$ cat src/three_wire_bus_receiver_core_assert.svh
// assertion macros for the three-wire bus receiver
`ifndef THREE_WIRE_BUS_RECEIVER_CORE_ASSERT_SVH
`define THREE_WIRE_BUS_RECEIVER_CORE_ASSERT_SVH

// same-cycle implication under reset
`define TWBR_ASSERT_IMPLY(label, clk, rst_n, ante, cons) \
    label: assert property (@(posedge clk) disable iff (!rst_n) (ante) |-> (cons)) \
        else $error("three_wire_bus_receiver_core: assertion failed");

// next-cycle implication under reset
`define TWBR_ASSERT_NEXT(label, clk, rst_n, ante, cons) \
    label: assert property (@(posedge clk) disable iff (!rst_n) (ante) |=> (cons)) \
        else $error("three_wire_bus_receiver_core: assertion failed");

`endif

$ cat src/twbr_pkg.sv
// shared types and constants of the three-wire bus receiver
package twbr_pkg;

    localparam int BUF_BYTES_DEFAULT = 64;
    localparam int IDX_W             = 6;
    localparam int MLEN_W            = 7;
    localparam int ADDR_W            = 3;
    localparam int DATA_W            = 32;

    localparam int REG_OWN_ADDRESS = 0;
    localparam int REG_MASTER_MODE = 1;

    typedef enum logic [2:0] {
        EV_NONE    = 3'd0,
        EV_START   = 3'd1,
        EV_BIT     = 3'd2,
        EV_BYTE    = 3'd3,
        EV_DONE    = 3'd4,
        EV_REJECT  = 3'd5,
        EV_IGNORED = 3'd6,
        EV_ACK     = 3'd7
    } event_code_t;

    typedef enum logic [1:0] {
        TYPE_READ      = 2'd0,
        TYPE_WRITE     = 2'd1,
        TYPE_BROADCAST = 2'd2,
        TYPE_ERROR     = 2'd3
    } msg_type_t;

    typedef struct packed {
        logic kind;
        logic data_line;
        logic clk_line;
        logic busy_line;
    } item_t;

    typedef struct packed {
        event_code_t        event_code;
        msg_type_t          message_type;
        logic [7:0]         byte_value;
        logic [IDX_W-1:0]   byte_index;
        logic [MLEN_W-1:0]  message_length;
        logic [7:0]         source_address;
        logic               in_progress;
        logic               new_message;
    } result_t;

    typedef struct packed {
        logic [7:0] own_address;
        logic       master_mode;
    } cfg_t;

endpackage

$ cat src/twbr_engine.sv
// receiver state and per-event decode, one event per advance
module twbr_engine
    import twbr_pkg::*;
#(
    parameter int BUF_BYTES = BUF_BYTES_DEFAULT
) (
    input  logic    clk,
    input  logic    rst_n,
    input  logic    advance,
    input  item_t   item,
    input  cfg_t    cfg,
    output result_t res
);

    localparam int CNT_W = $clog2(BUF_BYTES + 1);
    localparam logic [CNT_W-1:0] BUF_CNT  = CNT_W'(BUF_BYTES);
    localparam logic [CNT_W-1:0] BUF_LAST = CNT_W'(BUF_BYTES - 1);

    logic             receiving_reg, receiving_next;
    logic             pending_reg, pending_next;
    msg_type_t        type_reg, type_next;
    logic [7:0]       shift_byte_reg, shift_byte_next;
    logic [2:0]       bit_pos_reg, bit_pos_next;
    logic [CNT_W-1:0] count_reg, count_next;
    logic             checked_reg, checked_next;
    logic [7:0]       first_byte_reg, first_byte_next;

    logic             start_ok;
    logic [7:0]       shifted;
    logic [CNT_W-1:0] byte_slot;

    always_comb
    begin
        shifted = shift_byte_reg;
        shifted[bit_pos_reg] = item.data_line;
        byte_slot = (count_reg < BUF_CNT) ? count_reg : BUF_LAST;
    end

    always_comb
    begin
        receiving_next  = receiving_reg;
        pending_next    = pending_reg;
        type_next       = type_reg;
        shift_byte_next = shift_byte_reg;
        bit_pos_next    = bit_pos_reg;
        count_next      = count_reg;
        checked_next    = checked_reg;
        first_byte_next = first_byte_reg;
        start_ok        = 1'b0;
        res             = '0;
        res.event_code  = EV_NONE;

        if (item.kind)
        begin
            pending_next   = 1'b0;
            res.event_code = EV_ACK;
        end
        else if (!receiving_reg)
        begin
            if (!item.busy_line)
            begin
                if (!item.clk_line)
                begin
                    type_next = item.data_line ? TYPE_WRITE : TYPE_READ;
                    start_ok  = 1'b1;
                end
                else if (!item.data_line)
                begin
                    type_next = TYPE_BROADCAST;
                    start_ok  = cfg.master_mode;
                end
                else
                begin
                    type_next = TYPE_ERROR;
                end
                if (start_ok)
                begin
                    receiving_next  = 1'b1;
                    pending_next    = 1'b0;
                    count_next      = '0;
                    bit_pos_next    = 3'd7;
                    checked_next    = 1'b0;
                    first_byte_next = '0;
                    res.event_code  = EV_START;
                end
                else
                begin
                    res.event_code = EV_IGNORED;
                end
            end
        end
        else if (!item.busy_line)
        begin
            shift_byte_next = shifted;
            if (bit_pos_reg == 3'd0)
            begin
                bit_pos_next   = 3'd7;
                res.byte_value = shifted;
                res.byte_index = IDX_W'(byte_slot);
                if (count_reg == '0)
                begin
                    first_byte_next = shifted;
                end
                if (count_reg < BUF_CNT)
                begin
                    count_next = count_reg + CNT_W'(1);
                end
                res.event_code = EV_BYTE;
                if (!checked_reg && !cfg.master_mode)
                begin
                    if (first_byte_next == cfg.own_address)
                    begin
                        checked_next = 1'b1;
                    end
                    else
                    begin
                        receiving_next = 1'b0;
                        pending_next   = 1'b0;
                        res.event_code = EV_REJECT;
                    end
                end
            end
            else
            begin
                bit_pos_next   = bit_pos_reg - 3'd1;
                res.event_code = EV_BIT;
            end
        end
        else
        begin
            receiving_next     = 1'b0;
            pending_next       = 1'b1;
            res.message_length = MLEN_W'(count_reg);
            res.source_address = first_byte_reg;
            res.event_code     = EV_DONE;
        end

        res.message_type = type_next;
        res.in_progress  = receiving_next;
        res.new_message  = pending_next;
    end

    always_ff @(posedge clk or negedge rst_n)
    begin
        if (!rst_n)
        begin
            receiving_reg  <= 1'b0;
            pending_reg    <= 1'b0;
            type_reg       <= TYPE_READ;
            shift_byte_reg <= '0;
            bit_pos_reg    <= 3'd7;
            count_reg      <= '0;
            checked_reg    <= 1'b0;
            first_byte_reg <= '0;
        end
        else if (advance)
        begin
            receiving_reg  <= receiving_next;
            pending_reg    <= pending_next;
            type_reg       <= type_next;
            shift_byte_reg <= shift_byte_next;
            bit_pos_reg    <= bit_pos_next;
            count_reg      <= count_next;
            checked_reg    <= checked_next;
            first_byte_reg <= first_byte_next;
        end
    end

endmodule
$ cat config.mk
export PLATFORM = sky130hd
export DESIGN_NAME = twbr_engine
export DESIGN_NICKNAME = d
export VERILOG_FILES = /design/src/three_wire_bus_receiver_core_assert.svh /design/src/twbr_pkg.sv /design/src/twbr_engine.sv
export SDC_FILE = /design/constraint.sdc
export NUM_CORES = 1
export LEC_CHECK = 0
export ABC_AREA = 1
export BUFFER_PORTS_ARGS = -buffer_cell sky130_fd_sc_hd__buf_4
export CAP_MARGIN = 20
export CORE_MARGIN = 10
export CORE_UTILIZATION = 45
export DETAILED_ROUTE_END_ITERATION = 8
export GPL_ROUTABILITY_DRIVEN = 0
export PLACE_DENSITY = 0.79
export SETUP_SLACK_MARGIN = 0.2
export SYNTH_ARGS = -nofsm -noshare
export SYNTH_HDL_FRONTEND = slang
export SYNTH_SLANG_ARGS = --single-unit
$ cat constraint.sdc
create_clock -name clk -period 2.25 [get_ports clk]
set_input_delay 0.45 -clock clk [delete_from_list [all_inputs] [get_ports clk]]
set_output_delay 0.45 -clock clk [all_outputs]
set_load 0.02 [all_outputs]
=== Word-level counts from Yosys, hierarchy flattened ===
Index checks and enable logic that the tools add are counted.

* Register bits: 31
* Output and inout port bits: 36
* Logic and storage cells: 104

* $add $sub $neg: 2
* $lt $le $gt $ge: 3
* Equal/unequal tests: 5
* Muxes and demuxes: 72
* Bitwise logic cells: 2
* Reductions and logical operators: 12

{| class="wikitable"
|+ Operators by type and width
! cell !! number
|-
| 2-to-1 mux 8 bit || 10
|-
| 2-to-1 mux 29 bit || 2
|-
| 2-to-1 mux 7 bit || 6
|-
| 2-to-1 mux 3 bit || 13
|-
| 2-to-1 mux 1 bit || 31
|-
| 2-to-1 mux 14 bit || 2
|-
| 2-to-1 mux 15 bit || 1
|-
| bitwise mux 8 bit || 1
|-
| == test 8 bit || 1
|-
| 2-to-1 mux 2 bit || 4
|-
| inequality test 2 x 1 -> 1 bit (second input constant) || 4
|-
| AND reduction 4 bit || 2
|-
| adder 7 x 1 -> 7 bit (second input constant) || 1
|-
| logical NOT 7 bit || 1
|-
| less-than comparator 7 bit (second input constant) || 1
|-
| AND reduction 7 bit || 1
|-
| 2-to-1 mux 6 bit || 1
|-
| AND reduction 6 bit || 1
|-
| AND reduction 5 bit || 1
|-
| less-than comparator 3 x 4 -> 1 bit (second input constant) || 1
|-
| demux 1 bit (select 3 bit) || 1
|-
| greater-or-equal comparator 3 x 1 -> 1 bit (second input constant) || 1
|-
| logical NOT 3 bit || 1
|-
| subtractor 3 x 1 -> 3 bit (second input constant) || 1
|-
| other kinds (4) || 7
|}

=== Depth between registers and ports, before layout ===
Gate-level depths: netlist of the first run.

* Word-level depth: 17
* Depth in mapped cells: 19

=== Least setup slack after synthesis of the first run ===
OpenSTA, ideal clock, no wires.

* Path type: reg2out
* Start point: reg count_reg[0]
* End point: out res[35] (netlist bit)
* Arrival time: 2013 ps
* Required time: 1800 ps
* Setup slack: -213 ps
* Stages on the path, launching flop included: 16
* Buffers on the path: 1
* Cell sequence: dfrtp_1 inv_1 ha_1 inv_1 nor2_1 nand3_2 buf_4 nand2_1 nand3_1 nand2_1 clkinv_1 nand2_1 nor2_2 nand2_2 a21oi_1 o21ai_0

{| class="wikitable"
|+ RTL lines
! item !! RTL line !! source
|-
| from (decl) || twbr_engine.sv:24 || <nowiki>logic [CNT_W-1:0] count_reg, count_next;</nowiki>
|-
| from (signal assigned) || twbr_engine.sv:163 || <nowiki>count_reg <= count_next;</nowiki>
|-
| to (decl) || twbr_engine.sv:12 || <nowiki>output result_t res</nowiki>
|}

==> impl_metrics.py, run 1 <==
metrics = {
    "run_status": {
        "failed_checks": "negative setup slack",
        "run_status": "complete, but fails checks",
    },
    "critical_path": {
        "endpoint_kind": "output port",
        "rr_startpoint": "bit_pos_reg[1]$_DFFE_PN1P_",
        "r2r_cells": 15,
        "worst_path_most_repeated_cell": "nand2_1",
        "worstPathMaxFanout": 10,
        "worstPathRequired_ns": 1.80,
        "cp_slowest_stage_delay_ns": 0.58,
        "regToRegSetupSlack_ns": 0.15,
        "slowest_stage": "dfstp_2",
        "critPathArrivalTime_ns": 2.29,
        "crit_buf_inv": 2,
        "worstSetupPathType": "flip-flop to output port",
        "crit_path_start_kind": "flip-flop",
        "path_cells": "buf_12 > nand4_1 > nand2_1 > nand2_2 > nand2_2 > nand2_1 > nand2_1 > nand2_2 > nor2_2 > nand2_2 > nand2_2 > nand2_1 > nand2_1 > nand2_1 > nor2_2 > buf_6",
        "crit_family": "simple AND/OR/NAND/NOR gates",
        "r2r-end": "count_reg[6]$_DFFE_PN0P_",
    },
    "sta": {
        "period_needed_ns": 2.738,
        "layout_setup_ws_ns": -0.4877,
        "drv_slew": 0,
        "finalHoldViolCount": 0,
        "finalCritPeriodShare": 1.217,
        "fin_skew_ns": 0.006996,
        "rsz0062_at_grt": "true",
        "setup_violations": 18,
        "slew_headroom": 0.6603,
        "fmax_mhz": 365.3,
        "worst_pin_slew_ns": 0.5090,
    },
    "finish": {
        "diodes": 0,
        "layout.cells.most_common": "nand2_1",
        "final_nets": 466,
        "fillers": 431,
        "instances_no_fill": 517,
        "multiInputGateArea_um2": 1385,
        "register_area_um2": 779.5,
        "drive_gt1_frac": 0.3624,
        "areaGrowthSynthToFinish_pct": 43.94,
        "final_cell_mix": "101 x nand2_1, 90 x buf_4, 39 x inv_1",
    },
    "cts": {
        "path_clk_slew_ns": 0.07,
        "cts-root-buf": "clkbuf_8",
        "cts_tree": "done",
        "cts_made_buffers": 5,
        "cts_sinks": 31,
        "cts.htree.levels": 2,
        "clk_latency_ns": 0.29,
        "ctsLongestPathBuffers": 2,
        "holdBufCountCts": 0,
    },
    "grt": {
        "grt_use_total": 0.1683,
        "globalRoute.totalOverflow": 0,
        "antenna_found_initial": 0,
        "grt_pass1_vias": 2690,
        "grt_pass1_wl_um": 11930,
        "grt_max_degree": 32,
    },
    "drt": {
        "drcViolationCount": 0,
        "via_count": 2744,
        "postRouteWirelength_um": 7355,
        "drt-initial-drc-count": 188,
        "routed_via_density": 5.308,
        "wl_per_cell_um": 14.23,
        "route.antenna.remaining_nets": 0,
        "first_pass_iters": 5,
    },
    "pwr": {
        "peakVddDrop_uv": 616.3,
        "leakage_nw": 1.754,
        "power_density_nw_per_um2": 1177,
    },
    "synthesis": {
        "yosysSeqAreaShare": 0.3371,
        "syn_nets": 372,
        "ys_warn_count": 0,
        "synth.distinct_cells": 28,
        "netlist_area_um2": 2312,
        "ys_seq_elements": 31,
        "synth_cells": 352,
        "syn_avg_cell_area_um2": 6.569,
    },
    "placement": {
        "dp_cells": 498,
        "portBuffers": 51,
        "dp_hpwl_um": 5223,
        "place_ws_ns": -0.2321,
    },
    "floorplanning": {
        "coreArea_um2": 5042,
        "die-area_um2": 8405,
        "initial_core_util": 0.4586,
        "io_pins": 52,
        "die_x_um": 91.68,
        "dieHeight_um": 91.68,
        "fp-row-count": 26,
    },
    "min_path": {
        "hold_path_class": "primary input to async pin",
    },
    "flow_run": {
        "drv_cap": 0,
    },
}
metal layers:
metal	vias up	part of all wire	track usage	wire, µm
li1	1317	-	-	-
met2	138	0.46	0.2761	3356
met5	-	0	0	0
met3	20	0.092	0.05460	680
met1	1269	0.43	0.2072	3144
met4	0	0.024	0.04439	174
cells by family (layout without fill, tap and decap cells):
family | count (synthesis) | count (layout) | share of synthesized area
simple gates | 218 | 219 | 0.4361
buf+inv | 62 | 156 | 0.1158
compound gates | 37 | 37 | 0.08929
flops | 31 | 31 | 0.3371
fa+ha+maj | 4 | 4 | 0.02165
area by class of cell:
class | instances | share of cell area
multi-input cells | 260 | 0.4162
clock inverters | 1 | 0.001504
well taps | 70 | 0.02632
inverters | 50 | 0.05714
flip-flops and latches | 31 | 0.2342
clock buffers | 7 | 0.02293
repair buffers | 98 | 0.2417
stage by stage:
| stage | setup TNS (ns) | utilization | hold slack, ns | total power, mW | cell area [µm²] |
|---|---|---|---|---|---|
| 6_report | -4.863 | 0.6601 | 0.09036 | 3.916 | 3328 |
| 5_1_grt | -7.386 | 0.6601 | 0.1135 | 4.216 | 3328 |
| 4_1_cts | -4.851 | 0.6402 | 0.1015 | 3.618 | 3228 |
| 3_5_place_dp | -0.6728 | 0.6005 | 0.4144 | 3.005 | 3028 |
| 3_3_place_gp | -0.3948 | 0.6005 | 0.4153 | 2.943 | 3028 |
| 2_1_floorplan | -0.002224 | - | 0.1544 | 2.245 | 2340 |
synthesized netlist by cell type (all sizes together):
| master | n | area, µm² |
|---|---|---|
| o21ba | 1 | 10.01 |
| a22oi | 1 | 7.510 |
| o22ai | 9 | 56.30 |
| o21ai | 14 | 70.07 |
| a31oi | 2 | 12.51 |
| nand3 | 30 | 165.2 |
| dfstp | 3 | 78.83 |
| inv | 49 | 183.9 |
| nor3 | 19 | 95.09 |
| ha | 4 | 50.05 |
| nor2 | 36 | 186.4 |
| nand3b | 2 | 15.01 |
| clkinv | 1 | 3.750 |
| dfrtp | 28 | 700.7 |
| buf | 8 | 65.06 |
| a21oi | 10 | 50.05 |
| clkbuf | 4 | 15.01 |
| nand2 | 122 | 490.5 |
| nand4 | 9 | 56.30 |
how the worst max path moves through the flow:
stage / from / endpoint / slack, ns / cells after the start
final: bit_pos_reg[1]$_DFFE_PN1P_ / res[0] / -0.49 / 16
after global routing: count_reg[1]$_DFFE_PN0P_ / res[0] / -0.65 / 18
after CTS: count_reg[1]$_DFFE_PN0P_ / res[0] / -0.44 / 18
after detailed placement: count_reg[1]$_DFFE_PN0P_ / res[1] / -0.23 / 15
after global placement: count_reg[1]$_DFFE_PN0P_ / res[0] / -0.14 / 18
after floorplan: count_reg[0]$_DFFE_PN0P_ / res[1] / -0.001 / 16
timing repair:
item                                    CTS  global route
gates resized for setup                   9            25
gates cloned                              2             0
pin swaps                                 2             7
endpoints found under the setup margin   22            32
buffers inserted                          6             3
report_power, final:
| group | leakage, nW | internal (mW) | total, mW | switching, mW |
|---|---|---|---|---|
| clock | 0.0422 | 0.217 | 0.433 | 0.216 |
| sequential | 0.404 | 0.750 | 0.876 | 0.125 |
| combinational | 1.31 | 1.16 | 2.61 | 1.44 |
| total | 1.75 | 2.13 | 3.92 | 1.78 |
(Power assumes the default switching activity.)
==> run 2: changes to the inputs <==
Settings changed: CTS_BUF_LIST from default to sky130_fd_sc_hd__clkbuf_8.
==> run 2 against run 1 <==
Net effect: the run still ends with negative setup slack left; sequential cell count unchanged; core utilization did not move; global-route usage stayed put; routed wire length is 0.33% lower; clock-buffer cell count down 2.
==> impl_metrics.py, run 2 (synthesized netlist as in run 1, its figures left out) <==
metrics = {
    "run_status": {
        "run_status": "complete, but fails checks",
        "failed_checks": "negative setup slack",
    },
    "floorplanning": {
        "io_pins": 52,
        "die-area_um2": 8405,
        "die_x_um": 91.68,
        "fp-row-count": 26,
        "initial_core_util": 0.4586,
        "coreArea_um2": 5042,
        "dieHeight_um": 91.68,
    },
    "finish": {
        "fin_util": 0.6601,
        "areaGrowthSynthToFinish_pct": 43.94,
        "final_nets": 466,
        "drive_gt1_frac": 0.3624,
        "final_cell_mix": "101 x nand2_1, 90 x buf_4, 41 x inv_1",
        "diodes": 0,
        "layout.cells.most_common": "nand2_1",
        "fillers": 431,
    },
    "drt": {
        "drt-initial-drc-count": 190,
        "wl_per_cell_um": 14.18,
        "route.antenna.remaining_nets": 0,
        "first_pass_iters": 5,
        "via_count": 2742,
        "routed_via_density": 5.304,
        "postRouteWirelength_um": 7331,
        "drcViolationCount": 0,
    },
    "sta": {
        "finalHoldViolCount": 0,
        "worst_pin_slew_ns": 0.5071,
        "fin_skew_ns": 0.006122,
        "finalCritPeriodShare": 1.212,
        "whs_ns": 0.08962,
        "rsz0062_at_grt": "true",
        "fmax_mhz": 366.7,
        "drv_slew": 0,
        "slew_headroom": 0.6616,
        "period_needed_ns": 2.727,
        "layout_setup_ws_ns": -0.4771,
        "setup_tns_ns": -4.911,
        "setup_violations": 18,
    },
    "placement": {
        "portBuffers": 51,
        "dp_hpwl_um": 5223,
    },
    "cts": {
        "cts-root-buf": "clkbuf_8",
        "path_clk_slew_ns": 0.07,
        "cts_made_buffers": 5,
        "ctsLongestPathBuffers": 2,
        "cts.htree.levels": 2,
        "clk_latency_ns": 0.29,
        "cts_tree": "done",
        "cts_sinks": 31,
    },
    "min_path": {
        "hold_path_class": "primary input to async pin",
    },
    "pwr": {
        "leakage_nw": 1.762,
        "power_density_nw_per_um2": 1173,
        "peakVddDrop_uv": 616.3,
    },
    "grt": {
        "grt_max_degree": 32,
        "antenna_found_initial": 0,
        "grt_pass1_wl_um": 11930,
        "grt_pass1_vias": 2690,
        "grt_use_total": 0.1683,
        "globalRoute.totalOverflow": 0,
    },
    "critical_path": {
        "worstPathMaxFanout": 10,
        "r2r-end": "count_reg[6]$_DFFE_PN0P_",
        "regToRegSetupSlack_ns": 0.15,
        "crit_path_start_kind": "flip-flop",
        "endpoint_kind": "output port",
        "worstPathRequired_ns": 1.80,
        "r2r_cells": 15,
        "crit_start": "bit_pos_reg[1]$_DFFE_PN1P_",
        "rr_startpoint": "bit_pos_reg[1]$_DFFE_PN1P_",
        "critPathArrivalTime_ns": 2.28,
        "worstSetupPathType": "flip-flop to output port",
    },
    "flow_run": {
        "drv_cap": 0,
    },
}
run 2: worst max path at each step:
| stage | endpoint | slack, ns | cells past startpoint |
|---|---|---|---|
| 4_1_cts | res[0] | -0.44 | 18 |
| 2_1_floorplan | res[1] | -0.001 | 16 |
| 5_1_grt | res[0] | -0.65 | 18 |
| 3_5_place_dp | res[1] | -0.23 | 15 |
| 6_report | res[0] | -0.48 | 16 |
| 3_3_place_gp | res[0] | -0.14 | 18 |
run 2: layout make-up:
type / instances / area [µm²] / area share
inverters: 50 / 190.2 / 0.05714
repair buffers: 98 / 804.5 / 0.2417
flip-flops and latches: 31 / 779.5 / 0.2342
well taps: 70 / 87.58 / 0.02632
multi-input cells: 260 / 1385 / 0.4162
clock inverters: 3 / 12.51 / 0.003759
clock buffers: 5 / 68.82 / 0.02068
run 2: through the flow:
| stage | cell area, µm² | power [mW] | std cells | setup slack (ns) |
|---|---|---|---|---|
| finish | 3328 | 3.904 | 517 | -0.4771 |
| global route | 3328 | 4.208 | 517 | -0.6493 |
| CTS | 3228 | 3.609 | 514 | -0.4372 |
| detailed placement | 3028 | 3.005 | 498 | -0.2321 |
| global placement | 3028 | 2.943 | 498 | -0.1413 |
| floorplan | 2340 | 2.245 | 352 | -0.001227 |
run 2: routing by layer:
| layer | global-route usage | up-vias | share of wire |
|---|---|---|---|
| li1 | - | 1316 | - |
| met1 | 0.2072 | 1275 | 0.42 |
| met2 | 0.2761 | 133 | 0.46 |
| met3 | 0.05460 | 18 | 0.096 |
| met4 | 0.04439 | 0 | 0.023 |
| met5 | 0 | - | 0 |
run 2: where the power goes:
part | internal [mW] | switching, mW | total [mW]
registers | 0.750 | 0.126 | 0.877
clock network | 0.208 | 0.216 | 0.424
logic | 1.16 | 1.44 | 2.60
total | 2.12 | 1.78 | 3.90
run 2: worst max-delay path, cell delays in order, from the launching register on:
cell and delay [ns]:
dfstp_2 0.58, buf_12 0.13, nand4_1 0.10, nand2_1 0.16
nand2_2 0.08, nand2_2 0.07, nand2_1 0.05, nand2_1 0.07
nand2_2 0.06, nor2_2 0.11, nand2_2 0.09, nand2_2 0.08
nand2_1 0.05, nand2_1 0.07, nand2_1 0.06, nor2_2 0.10
buf_6 0.13
run 2: repair_timing:
item	in CTS	in global routing
endpoints found under the setup margin	22	32
gates cloned	2	0
pin swaps	2	7
hold buffers	0	0
setup buffers	6	3
resized for setup	9	25
==> run 3: changes to the inputs <==
Settings changed: CTS_BUF_LIST sky130_fd_sc_hd__clkbuf_8 to sky130_fd_sc_hd__clkbuf_16.
==> run 3 against run 2 <==
Net effect: maximum frequency shrank 2.7%; critical path type unchanged; largest power group unchanged; total power rose by 11%; global-route usage is 1.3 points higher; largest cell class unchanged; the run still ends with negative setup slack left.
==> impl_metrics.py, run 3 (synthesized netlist as in run 1, its figures left out) <==
metrics = {
    "run_status": {
        "failed_checks": "negative setup slack",
        "run_status": "complete, but fails checks",
    },
    "finish": {
        "layout.cells.most_common": "nand2_1",
        "areaGrowthSynthToFinish_pct": 48.92,
        "final_cell_mix": "96 x nand2_1, 95 x buf_4, 41 x inv_1",
        "instances_no_fill": 523,
        "drive_gt1_frac": 0.3775,
        "diodes": 0,
        "final_nets": 472,
    },
    "cts": {
        "cts_sinks": 31,
        "holdBufCountCts": 0,
        "cts.htree.levels": 2,
        "path_clk_slew_ns": 0.05,
        "cts-root-buf": "clkbuf_16",
        "clk_latency_ns": 0.28,
        "cts_made_buffers": 5,
        "cts_tree": "done",
        "ctsLongestPathBuffers": 2,
    },
    "placement": {
        "dp_hpwl_um": 5223,
        "portBuffers": 51,
        "dp_cells": 498,
        "place_ws_ns": -0.2321,
    },
    "floorplanning": {
        "fp-row-count": 26,
        "die-area_um2": 8405,
        "die_x_um": 91.68,
        "dieHeight_um": 91.68,
        "io_pins": 52,
        "coreArea_um2": 5042,
        "initial_core_util": 0.4586,
    },
    "drt": {
        "wl_per_cell_um": 15.64,
        "postRouteWirelength_um": 8178,
        "first_pass_iters": 5,
        "via_count": 2847,
        "drt-initial-drc-count": 221,
        "route.antenna.remaining_nets": 0,
        "routed_via_density": 5.444,
        "drcViolationCount": 0,
    },
    "sta": {
        "fmax_mhz": 356.9,
        "whs_ns": 0.09745,
        "setup_violations": 19,
        "slew_headroom": 0.6459,
        "drv_slew": 0,
        "layout_setup_ws_ns": -0.5520,
        "rsz0062_at_grt": "true",
        "period_needed_ns": 2.802,
        "fin_skew_ns": 0.003700,
        "finalCritPeriodShare": 1.245,
        "worst_pin_slew_ns": 0.5298,
        "finalHoldViolCount": 0,
    },
    "critical_path": {
        "r2r-end": "pending_reg$_DFFE_PN0P_",
        "critical_path.endpoint": "res[0]",
        "r2r_cells": 19,
        "worstPathRequired_ns": 1.80,
        "crit_start": "count_reg[0]$_DFFE_PN0P_",
        "worstSetupPathType": "flip-flop to output port",
        "rr_startpoint": "count_reg[0]$_DFFE_PN0P_",
        "crit_path_start_kind": "flip-flop",
        "worstPathMaxFanout": 7,
        "regToRegSetupSlack_ns": -0.01,
        "critPathArrivalTime_ns": 2.35,
        "endpoint_kind": "output port",
    },
    "pwr": {
        "leakage_nw": 1.807,
        "power_density_nw_per_um2": 1262,
        "peakVddDrop_uv": 639.3,
        "p_total_mw": 4.345,
    },
    "grt": {
        "antenna_found_initial": 0,
        "globalRoute.totalOverflow": 0,
        "grt_use_total": 0.1818,
        "grt_pass1_wl_um": 12770,
        "grt_pass1_vias": 2840,
        "grt_max_degree": 32,
    },
    "flow_run": {
        "drv_cap": 0,
    },
    "min_path": {
        "hold_path_class": "primary input to async pin",
    },
}
==> run 3: changes by cell type in the layout (fill, tap and decap cells not counted) <==
cell and delta:
buf_4 +5, buf_6 +1, clkbuf_16 +5, clkbuf_8 -5, clkinv_1 +1, inv_2 -1, nand2_1 -5, nand2_2 +5
nor2_1 +1, nor2_2 -1
==> run 3: through the flow <==
stage	utilization	area [µm²]	TNS, ns
floorplan	-	2340	-0.002224
global placement	0.6005	3028	-0.3948
detailed placement	0.6005	3028	-0.6728
CTS	0.6568	3312	-4.531
global route	0.6829	3443	-7.816
finish	0.6829	3443	-5.487
==> run 3: report_power, final <==
part           switching, mW  internal (mW)  total, mW
clock network          0.253          0.399      0.652
logic                   1.55           1.25       2.81
registers              0.134          0.752      0.886
total                   1.94           2.40       4.35
==> run 3: repair_timing <==
| action | 4_1_cts | 5_1_grt |
|---|---|---|
| cloned | 2 | 0 |
| hold endpoints to repair | 0 | 0 |
| pin swaps | 4 | 14 |
| buffers inserted | 7 | 8 |
| resized for setup | 14 | 24 |
| endpoints found under the setup margin | 21 | 28 |
==> run 3: how the worst min path moves through the flow <==
stage           from                        to
2_1_floorplan  rst_n   checked_reg$_DFFE_PN0P_
3_3_place_gp   rst_n  count_reg[0]$_DFFE_PN0P_
3_5_place_dp   rst_n  count_reg[0]$_DFFE_PN0P_
4_1_cts        rst_n  count_reg[0]$_DFFE_PN0P_
5_1_grt        rst_n  count_reg[1]$_DFFE_PN0P_
6_report       rst_n  count_reg[0]$_DFFE_PN0P_
==> run 3: final cells by class <==
| type | count | area [µm²] |
|---|---|---|
| Clock buffer | 5 | 125.1 |
| Multi-Input combinational cell | 260 | 1395 |
| Timing Repair Buffer | 104 | 853.3 |
| Clock inverter | 3 | 12.51 |
| Inverter | 50 | 190.2 |
| Fill cell | 410 | 1599 |
| Tap cell | 70 | 87.58 |
| Sequential cell | 31 | 779.5 |
==> run 3: worst max-delay path, stage by stage (launching register included) <==
cell and delay [ns]:
dfrtp_1 0.38, inv_2 0.09, ha_4 0.15, inv_2 0.05, nor2_4 0.15, nand3_4 0.16
nand2_1 0.14, nand3_1 0.10, nand2_1 0.07, nand2_1 0.06, nor2_2 0.10, nand2_2 0.09
nand2_2 0.08, nand2_1 0.05, nand2_1 0.08, nand2_1 0.06, nor2_2 0.12, buf_6 0.12
==> run 3: routing by layer <==
| layer | vias to the layer above | part of all wire | track usage |
|---|---|---|---|
| li1 | 1339 | - | - |
| met1 | 1334 | 0.39 | 0.2110 |
| met2 | 141 | 0.48 | 0.2974 |
| met3 | 33 | 0.096 | 0.05379 |
| met4 | 0 | 0.030 | 0.09269 |
| met5 | - | 0 | 0 |
